[src/design/asma_pkg.sv]
package asma_pkg;

    // scan and averaging geometry
    localparam int MAX_SLOTS      = 8;
    localparam int SLOT_BITS      = 3;
    localparam int IDX_BITS       = 4;
    localparam int AVG_SAMPLES    = 1 << IDX_BITS;
    localparam int SAMPLE_BITS    = 10;
    localparam int SUM_BITS       = SAMPLE_BITS + IDX_BITS;
    localparam int CHAN_BITS      = 4;
    localparam int MAP_BITS       = 64;
    localparam int COUNT_BITS     = 4;
    localparam int CFG_IDX_BITS   = 2;
    localparam int RING_ADDR_BITS = SLOT_BITS + IDX_BITS;
    localparam int RING_DEPTH     = MAX_SLOTS * AVG_SAMPLES;

    typedef logic [SLOT_BITS-1:0]      slot_t;
    typedef logic [IDX_BITS-1:0]       idx_t;
    typedef logic [SAMPLE_BITS-1:0]    sample_t;
    typedef logic [SUM_BITS-1:0]       sum_t;
    typedef logic [CHAN_BITS-1:0]      chan_t;
    typedef logic [MAP_BITS-1:0]       map_t;
    typedef logic [COUNT_BITS-1:0]     count_t;
    typedef logic [CFG_IDX_BITS-1:0]   cfg_idx_t;
    typedef logic [RING_ADDR_BITS-1:0] ring_addr_t;

    // register indexes of the configuration port
    localparam cfg_idx_t REG_ACTIVE_SLOTS = cfg_idx_t'(0);
    localparam cfg_idx_t REG_CHANNEL_MAP  = cfg_idx_t'(1);

    // reset values of the configuration registers
    localparam count_t ACTIVE_SLOTS_RESET = count_t'(MAX_SLOTS);
    localparam map_t   CHANNEL_MAP_RESET  = map_t'(64'h0000_0000_7654_3210);

    // sample ring read request
    typedef struct packed {
        logic       en;
        ring_addr_t addr;
    } ring_rd_t;

    // sample ring write request
    typedef struct packed {
        logic       en;
        ring_addr_t addr;
        sample_t    data;
    } ring_wr_t;

    // physical channel of a slot
    function automatic chan_t slot_channel(map_t map, slot_t slot);
        return map[slot * CHAN_BITS +: CHAN_BITS];
    endfunction

    // number of scanned slots, zero taken as one, saturated at the maximum
    function automatic logic [SLOT_BITS:0] slot_count(count_t active);
        logic [SLOT_BITS:0] n;
        if (active == '0)
            n = (SLOT_BITS+1)'(1);
        else if (active > count_t'(MAX_SLOTS))
            n = (SLOT_BITS+1)'(MAX_SLOTS);
        else
            n = (SLOT_BITS+1)'(active);
        return n;
    endfunction

endpackage

[src/design/asma_if.sv]
interface asma_sample_if;
    import asma_pkg::*;
    logic    valid;
    logic    ready;
    sample_t adc_sample;

    modport source (output valid, output adc_sample, input ready);
    modport sink   (input valid, input adc_sample, output ready);
endinterface

interface asma_avg_if;
    import asma_pkg::*;
    logic    valid;
    logic    ready;
    logic    avg_valid;
    chan_t   avg_channel;
    sample_t avg_value;
    chan_t   next_channel;

    modport source (output valid, output avg_valid, output avg_channel,
                    output avg_value, output next_channel, input ready);
    modport sink   (input valid, input avg_valid, input avg_channel,
                    input avg_value, input next_channel, output ready);
endinterface

interface asma_cfg_if;
    import asma_pkg::*;
    logic     valid;
    logic     ready;
    cfg_idx_t index;
    map_t     data;

    modport source (output valid, output index, output data, input ready);
    modport sink   (input valid, input index, input data, output ready);
endinterface

[src/design/asma_ring.sv]
module asma_ring (
    input  logic               clk,
    input  logic               rst_n,
    input  asma_pkg::ring_rd_t rd,
    input  asma_pkg::ring_wr_t wr,
    output asma_pkg::sample_t  rd_data
);
    import asma_pkg::*;

    sample_t                 mem [RING_DEPTH];
    logic [RING_DEPTH-1:0]   written_reg;
    sample_t                 rd_data_reg;
    logic                    rd_hit_reg;
    logic                    fwd;

    // a write to the address being read wins over the stored word
    assign fwd = wr.en && (wr.addr == rd.addr);

    // storage array
    always_ff @(posedge clk)
    begin
        if (wr.en)
            mem[wr.addr] <= wr.data;
    end

    // registered read data
    always_ff @(posedge clk)
    begin
        if (rd.en)
        begin
            if (fwd)
                rd_data_reg <= wr.data;
            else
                rd_data_reg <= mem[rd.addr];
        end
    end

    // per-entry written flags, cleared at reset
    always_ff @(posedge clk or negedge rst_n)
    begin
        if (!rst_n)
        begin
            written_reg <= '0;
            rd_hit_reg  <= 1'b0;
        end
        else
        begin
            if (wr.en)
                written_reg[wr.addr] <= 1'b1;
            if (rd.en)
                rd_hit_reg <= fwd || written_reg[rd.addr];
        end
    end

    // never written entries read as zero
    assign rd_data = rd_hit_reg ? rd_data_reg : '0;

endmodule

[src/design/adc_scan_moving_average.sv]
// channel      | dir | payload                                           | handshake
// sample_ch    | in  | adc_sample                                        | valid/ready
// avg_ch       | out | avg_valid, avg_channel, avg_value, next_channel   | valid/ready
// cfg_ch       | in  | index, data                                       | valid/ready (always ready)
//
// One sample per cycle sustained while the output is taken; the ring read is issued
// with the accepting edge, the sum update runs from the ring read stage, and the
// result is registered in the output register, from which the consumer takes it.
// The ring memory holds 128 entries, each flagged unwritten after reset and read as zero.
// Reset clears the scan position, ring indexes, running sums and ring flags.
// A stalled result holds in the output register while one more sample waits in
// the ring read stage; input ready drops only when both are full.
module adc_scan_moving_average (
    input logic          clk,
    input logic          rst_n,
    asma_sample_if.sink  sample_ch,
    asma_avg_if.source   avg_ch,
    asma_cfg_if.sink     cfg_ch
);
    import asma_pkg::*;

    // configuration
    count_t active_slots_reg;
    map_t   channel_map_reg;

    // scan state
    slot_t  current_slot_reg;
    slot_t  current_slot_next;
    idx_t   ring_index_reg [MAX_SLOTS];
    sum_t   running_sum_reg [MAX_SLOTS];

    // ring read stage
    logic       s1_valid_reg;
    slot_t      s1_slot_reg;
    ring_addr_t s1_addr_reg;
    sample_t    s1_sample_reg;
    logic       s1_wrap_reg;
    chan_t      s1_chan_reg;
    chan_t      s1_next_chan_reg;

    // output register
    logic    out_valid_reg;
    logic    out_avg_valid_reg;
    chan_t   out_avg_channel_reg;
    sample_t out_avg_value_reg;
    chan_t   out_next_channel_reg;

    logic       accept;
    logic       out_free;
    logic       s1_advance;
    idx_t       cur_idx;
    logic       cur_wrap;
    idx_t       ring_index_next;
    ring_rd_t   ring_rd;
    ring_wr_t   ring_wr;
    sample_t    old_sample;
    sum_t       sum_next;
    sample_t    avg_next;

    // configuration writes
    assign cfg_ch.ready = 1'b1;

    always_ff @(posedge clk or negedge rst_n)
    begin
        if (!rst_n)
        begin
            active_slots_reg <= ACTIVE_SLOTS_RESET;
            channel_map_reg  <= CHANNEL_MAP_RESET;
        end
        else if (cfg_ch.valid)
        begin
            if (cfg_ch.index == REG_ACTIVE_SLOTS)
                active_slots_reg <= cfg_ch.data[COUNT_BITS-1:0];
            else if (cfg_ch.index == REG_CHANNEL_MAP)
                channel_map_reg <= cfg_ch.data;
        end
    end

    // pipeline flow control
    assign out_free        = !out_valid_reg || avg_ch.ready;
    assign s1_advance      = s1_valid_reg && out_free;
    assign sample_ch.ready = !s1_valid_reg || out_free;
    assign accept          = sample_ch.valid && sample_ch.ready;

    // slot and ring position of the incoming sample
    assign cur_idx         = ring_index_reg[current_slot_reg];
    assign cur_wrap        = (cur_idx == idx_t'(AVG_SAMPLES - 1));
    assign ring_index_next = cur_wrap ? '0 : cur_idx + idx_t'(1);

    always_comb
    begin
        if (({1'b0, current_slot_reg} + (SLOT_BITS+1)'(1)) >= slot_count(active_slots_reg))
            current_slot_next = '0;
        else
            current_slot_next = current_slot_reg + slot_t'(1);
    end

    // ring memory requests
    always_comb
    begin
        ring_rd.en   = accept;
        ring_rd.addr = {current_slot_reg, cur_idx};
        ring_wr.en   = s1_advance;
        ring_wr.addr = s1_addr_reg;
        ring_wr.data = s1_sample_reg;
    end

    asma_ring u_ring (
        .clk     (clk),
        .rst_n   (rst_n),
        .rd      (ring_rd),
        .wr      (ring_wr),
        .rd_data (old_sample)
    );

    // scan position and ring indexes
    always_ff @(posedge clk or negedge rst_n)
    begin
        if (!rst_n)
        begin
            current_slot_reg <= '0;
            for (int i = 0; i < MAX_SLOTS; i++)
                ring_index_reg[i] <= '0;
        end
        else if (accept)
        begin
            current_slot_reg                 <= current_slot_next;
            ring_index_reg[current_slot_reg] <= ring_index_next;
        end
    end

    // ring read stage control
    always_ff @(posedge clk or negedge rst_n)
    begin
        if (!rst_n)
            s1_valid_reg <= 1'b0;
        else if (accept)
            s1_valid_reg <= 1'b1;
        else if (s1_advance)
            s1_valid_reg <= 1'b0;
    end

    // ring read stage payload
    always_ff @(posedge clk)
    begin
        if (accept)
        begin
            s1_slot_reg      <= current_slot_reg;
            s1_addr_reg      <= {current_slot_reg, cur_idx};
            s1_sample_reg    <= sample_ch.adc_sample;
            s1_wrap_reg      <= cur_wrap;
            s1_chan_reg      <= slot_channel(channel_map_reg, current_slot_reg);
            s1_next_chan_reg <= slot_channel(channel_map_reg, current_slot_next);
        end
    end

    // running sum update and average
    assign sum_next = running_sum_reg[s1_slot_reg] + sum_t'(s1_sample_reg) - sum_t'(old_sample);
    assign avg_next = s1_wrap_reg ? sum_next[SUM_BITS-1:IDX_BITS] : '0;

    always_ff @(posedge clk or negedge rst_n)
    begin
        if (!rst_n)
        begin
            for (int i = 0; i < MAX_SLOTS; i++)
                running_sum_reg[i] <= '0;
        end
        else if (s1_advance)
            running_sum_reg[s1_slot_reg] <= sum_next;
    end

    // output register control
    always_ff @(posedge clk or negedge rst_n)
    begin
        if (!rst_n)
            out_valid_reg <= 1'b0;
        else if (s1_advance)
            out_valid_reg <= 1'b1;
        else if (avg_ch.ready)
            out_valid_reg <= 1'b0;
    end

    // output register payload
    always_ff @(posedge clk)
    begin
        if (s1_advance)
        begin
            out_avg_valid_reg    <= s1_wrap_reg;
            out_avg_channel_reg  <= s1_chan_reg;
            out_avg_value_reg    <= avg_next;
            out_next_channel_reg <= s1_next_chan_reg;
        end
    end

    assign avg_ch.valid        = out_valid_reg;
    assign avg_ch.avg_valid    = out_avg_valid_reg;
    assign avg_ch.avg_channel  = out_avg_channel_reg;
    assign avg_ch.avg_value    = out_avg_value_reg;
    assign avg_ch.next_channel = out_next_channel_reg;

endmodule
[src/flat_wrapper.sv]
// flat-port wrapper written by rule: the top's interface ports become plain ports
module adc_scan_moving_average_flat import asma_pkg::*;
  (clk, rst_n, sample_ch_valid, sample_ch_adc_sample, sample_ch_ready, avg_ch_valid, avg_ch_avg_valid, avg_ch_avg_channel, avg_ch_avg_value, avg_ch_next_channel, avg_ch_ready, cfg_ch_valid, cfg_ch_index, cfg_ch_data, cfg_ch_ready);
  asma_sample_if sample_ch_i ();
  asma_avg_if avg_ch_i ();
  asma_cfg_if cfg_ch_i ();
  input logic clk;
  input logic rst_n;
  input wire logic [$bits(sample_ch_i.valid)-1:0] sample_ch_valid;
  input wire logic [$bits(sample_ch_i.adc_sample)-1:0] sample_ch_adc_sample;
  output wire logic [$bits(sample_ch_i.ready)-1:0] sample_ch_ready;
  output wire logic [$bits(avg_ch_i.valid)-1:0] avg_ch_valid;
  output wire logic [$bits(avg_ch_i.avg_valid)-1:0] avg_ch_avg_valid;
  output wire logic [$bits(avg_ch_i.avg_channel)-1:0] avg_ch_avg_channel;
  output wire logic [$bits(avg_ch_i.avg_value)-1:0] avg_ch_avg_value;
  output wire logic [$bits(avg_ch_i.next_channel)-1:0] avg_ch_next_channel;
  input wire logic [$bits(avg_ch_i.ready)-1:0] avg_ch_ready;
  input wire logic [$bits(cfg_ch_i.valid)-1:0] cfg_ch_valid;
  input wire logic [$bits(cfg_ch_i.index)-1:0] cfg_ch_index;
  input wire logic [$bits(cfg_ch_i.data)-1:0] cfg_ch_data;
  output wire logic [$bits(cfg_ch_i.ready)-1:0] cfg_ch_ready;
  assign sample_ch_i.valid = sample_ch_valid;
  assign sample_ch_i.adc_sample = sample_ch_adc_sample;
  assign sample_ch_ready = sample_ch_i.ready;
  assign avg_ch_valid = avg_ch_i.valid;
  assign avg_ch_avg_valid = avg_ch_i.avg_valid;
  assign avg_ch_avg_channel = avg_ch_i.avg_channel;
  assign avg_ch_avg_value = avg_ch_i.avg_value;
  assign avg_ch_next_channel = avg_ch_i.next_channel;
  assign avg_ch_i.ready = avg_ch_ready;
  assign cfg_ch_i.valid = cfg_ch_valid;
  assign cfg_ch_i.index = cfg_ch_index;
  assign cfg_ch_i.data = cfg_ch_data;
  assign cfg_ch_ready = cfg_ch_i.ready;
  adc_scan_moving_average u_core (.clk(clk), .rst_n(rst_n), .sample_ch(sample_ch_i), .avg_ch(avg_ch_i), .cfg_ch(cfg_ch_i));
endmodule
[config.mk]
export PLATFORM = sky130hd
export DESIGN_NAME = adc_scan_moving_average_flat
export DESIGN_NICKNAME = d
export VERILOG_FILES = /design/src/design/asma_pkg.sv /design/src/design/asma_if.sv /design/src/design/asma_ring.sv /design/src/design/adc_scan_moving_average.sv /design/src/flat_wrapper.sv
export SDC_FILE = /design/constraint.sdc
export NUM_CORES = 2
export LEC_CHECK = 0
export BUFFER_PORTS_ARGS = -buffer_cell sky130_fd_sc_hd__buf_2
export CORE_ASPECT_RATIO = 0.9
export CORE_MARGIN = 4
export CORE_UTILIZATION = 38
export DETAILED_ROUTE_END_ITERATION = 8
export SKIP_CTS_REPAIR_TIMING = 1
export SLEW_MARGIN = 10
export SYNTH_ARGS = -nofsm -noshare
export SYNTH_HDL_FRONTEND = slang
export SYNTH_SLANG_ARGS = --single-unit
[constraint.sdc]
create_clock -name clk -period 15.2 [get_ports clk]
set_clock_uncertainty 0.15 [all_clocks]
set_input_delay 1.52 -clock clk [delete_from_list [all_inputs] [get_ports clk]]
set_output_delay 1.52 -clock clk [all_outputs]
set_load 0.02 [all_outputs]
==> results.toml <==
[synthesis]
synthXorXnorAreaFrac_pct = 0.282
synthesis.area_sq_um = 68300
synthArstFlopShare_pct = 19.0
synth_warnings = 0
dominantRegCellSynth = "edfxtp_1"
synth_cell_types = 77
yosysSeqAreaShare_pct = 70.2
synth.net_count = 5321
synthesis.area_per_instance_sq_um = 13.1
adder_and_majority_cell_fraction_of_the_synthesized_area_pct = 0.659
ys_ff_latch = 1649
netlist.area_leader.share_pct = 58.7
synthesized_area_fraction_occupied_by_ao_oa_aoi_and_oai_cells_pct = 7.90
synth_edf_count = 1335
yosys-mux-area-fraction_pct = 3.90
synth_top_family_by_area = "simple AND/OR/NAND/NOR gates"
postSynthCellCount = 5210
synth-simple-area-share_pct = 14.2
post_synth_main_area_contributors = "edfxtp_1, dfrtp_1, nand2_1, and3_1, mux2_2"
synth_top_area_cell = "edfxtp_1"

[sta]
total_neg_setup_slack_ps = 0
number_of_hold_violations_in_the_final_report = 0
final-setup-viol-count = 0
fin_crit_sh_pct = 47.0
max_clock_freq_mhz = 140
timing.final.crit_period_ps = 7150
worst_slew_margin_rel_pct = 9.76
slew_violations = 0
rsz0062_at_grt = "false"
worst_slew_pin_slew_ps = 1340

[setup_path]
worst-endpoint-required_ps = 15700
reg2regPathDepth = 15
timing.critical_path.fanout_max = 141
worst_r2r_startpoint = "u_core.current_slot_reg[2]"
timing.critical_path.slowest_stage_cell = "buf_4"
timing.setup.critical_path_class = "register to register"
cp_data_arrival_time_ps = 7650
regToRegEndpoint = "u_core.u_ring.rd_data_reg[4]"
timing.critical_path.cells = "buf_4, nand2b_1, o22a_2, and2_4, clkinv_16, buf_4, buf_12, buf_4, nand2_1, and3_1, a31oi_1, a221oi_2, o22ai_1, or3_1, o22a_1"
worst_path_most_repeated_cell = "buf_4"
timing.critical_path.from_type = "register"
endpoint_kind = "register"
slowest_stage_delay_on_critical_path_ps = 820
reg2reg_setup_slack_ps = 8050

[layout]
largest_register_ffs = 1280
nNetsFinal = 5376
final_cell_mix = "edfxtp_1, nand2_1, dfrtp_1"
most_common_cell_after_layout_fill_and_taps_aside = "edfxtp_1"
stdcell_count = 7798
proportion_of_layout_cells_with_a_drive_suffix_above_1_pct = 15.6
area_overhead_of_the_layout_relative_to_synthesis_pct = 12.2

[min_path]
min_from = "u_core.s1_chan_reg[1]"
holdPathStages = 0
hold-path-endpoint = "u_core.avg_ch.avg_channel[1]"
timing.hold.worst.class = "register to register"

[die]
dieArea_sq_um = 187000
coreArea_sq_um = 179000
die_h_um = 410
floorplan.io_pins = 103
floorplan.die.width_um = 455
initial_core_utilization_pct = 38.3
placement_rows = 147

[clock_network]
cts-buffers-inserted = 170
tritoncts = "yes"
total_clock_sinks = 1649
insertion_delay_ps = 820
clock_path_buffers = 3
clk_transition_reported_paths_ps = 60
ctsRootBufferMaster = "clkbuf_16"
cts_h_tree_depth = 4

[run_status]
outcome = "completed"

[power]
powerDensity_nw_per_um2 = 235
cellLeakagePower_nw = 27.9
switching_power_mw = 7.83
power.clock.fraction_pct = 23.0
internal_power_mw = 10.2
switching_share_pct = 43.4
part_of_the_total_power_dissipated_in_sequential_elements_pct = 31.1
comb_power_share_pct = 45.9
vdd.ir_drop.worst_mv = 0.265

[global_route]
first_global_vias = 41800
grt-ovfl-total = 0
grt_max_degree = 153
grt_pass1_wl_mm = 286
grt_antenna_before_repair = 5
total_grt_usage_pct = 20.5

[run]
timing.max_cap.violations = 0

[route]
finalWirelength_mm = 195
route.detailed.vias_per_inst = 5.62
number_of_antenna_violating_nets_in_the_routed_design = 0
vias_post_dr = 43800
detailedRoute.firstIterationViolations = 4923
drc_errors = 0
wire_per_inst_um = 25.0
dr.pass1.iters = 6

[placed_design]
dp_hpwl_mm = 116
buffer_ports.inserted = 69
finalWeightedCongestion = 0.907
placed_cells = 7477
==> worst max-delay path by stage <==
stage / startpoint / endpoint / slack, ps / depth (start not counted)
after floorplan: u_core.s1_sample_reg[1] / u_core.avg_ch.avg_value[8] / 10020 / 14
after global placement: u_core.current_slot_reg[2] / u_core.u_ring.rd_data_reg[0] / 8260 / 15
after detailed placement: u_core.current_slot_reg[2] / u_core.u_ring.rd_data_reg[3] / 8260 / 15
after CTS: u_core.current_slot_reg[2] / u_core.u_ring.rd_data_reg[3] / 8220 / 15
after global routing: u_core.current_slot_reg[2] / u_core.u_ring.rd_data_reg[3] / 7860 / 15
final: u_core.current_slot_reg[2] / u_core.u_ring.rd_data_reg[4] / 8050 / 15
==> per-stage QoR <==
step	power (mW)	setup slack, ps	hold slack [ps]	util, %	instance area, sq um
2_1_floorplan	11.1	10020	250	-	68300
3_3_place_gp	13.7	8260	255	39.8	71100
3_5_place_dp	13.8	8260	255	39.8	71100
4_1_cts	18.0	8220	270	42.9	76600
5_1_grt	18.9	7860	275	42.9	76600
6_report	18.0	8050	277	42.9	76700
==> metal layers <==
layer	vias to the layer above	global-route usage, %	share of wire (%)
met5	-	0	0
met4	0	7.10	3.4
met3	367	4.44	8.6
met2	1851	30.5	45
met1	22200	29.7	43
li1	19300	-	-
==> worst max-delay path: cells and delay by family (launching register included) <==
kind,cells,cell delay (ps)
buffers and inverters,5,2940
flip-flops,1,570
AO/OA/AOI/OAI,5,1630
AND/OR/NAND/NOR,5,1410
==> power groups by stage <==
stage	logic (mW)	clock network, mW	registers (mW)
floorplan	5.49	0	5.66
global placement	8.06	0	5.67
detailed placement	8.13	0	5.69
CTS	8.17	4.22	5.60
global route	8.88	4.40	5.64
finish	8.29	4.15	5.61
==> synth_stat cells (all sizes together), types with 20 or more instances <==
cell	number
a2111oi	20
a211oi	85
a21oi	52
a221oi	40
a311oi	83
a31oi	150
a32o	32
a32oi	20
and2	22
and3	252
buf	200
clkbuf	127
dfrtp	301
edfxtp	1335
ha	20
inv	42
mux2	138
mux2i	75
nand2	1305
nand3	194
nor2	202
nor3	31
o21ai	86
o22ai	31
or2	137
==> final cells by class <==
class / count / area [sq um]
Tap cell: 2384 / 2980
Timing Repair Buffer: 210 / 1440
Clock inverter: 80 / 901
Fill cell: 16100 / 102000
Inverter: 44 / 199
Clock buffer: 237 / 4660
Sequential cell: 1649 / 48000
Multi-Input combinational cell: 3190 / 18500
Antenna cell: 4 / 10.0
==> kinds of logic after synthesis <==
family          count (synthesis)
other cells                     1
simple gates                 2198
compound gates                710
fa+ha+maj                      30
xor+xnor                       22
mux                           229
buf+inv                       371
flops                        1649
Power figures use the tool's default switching activity.
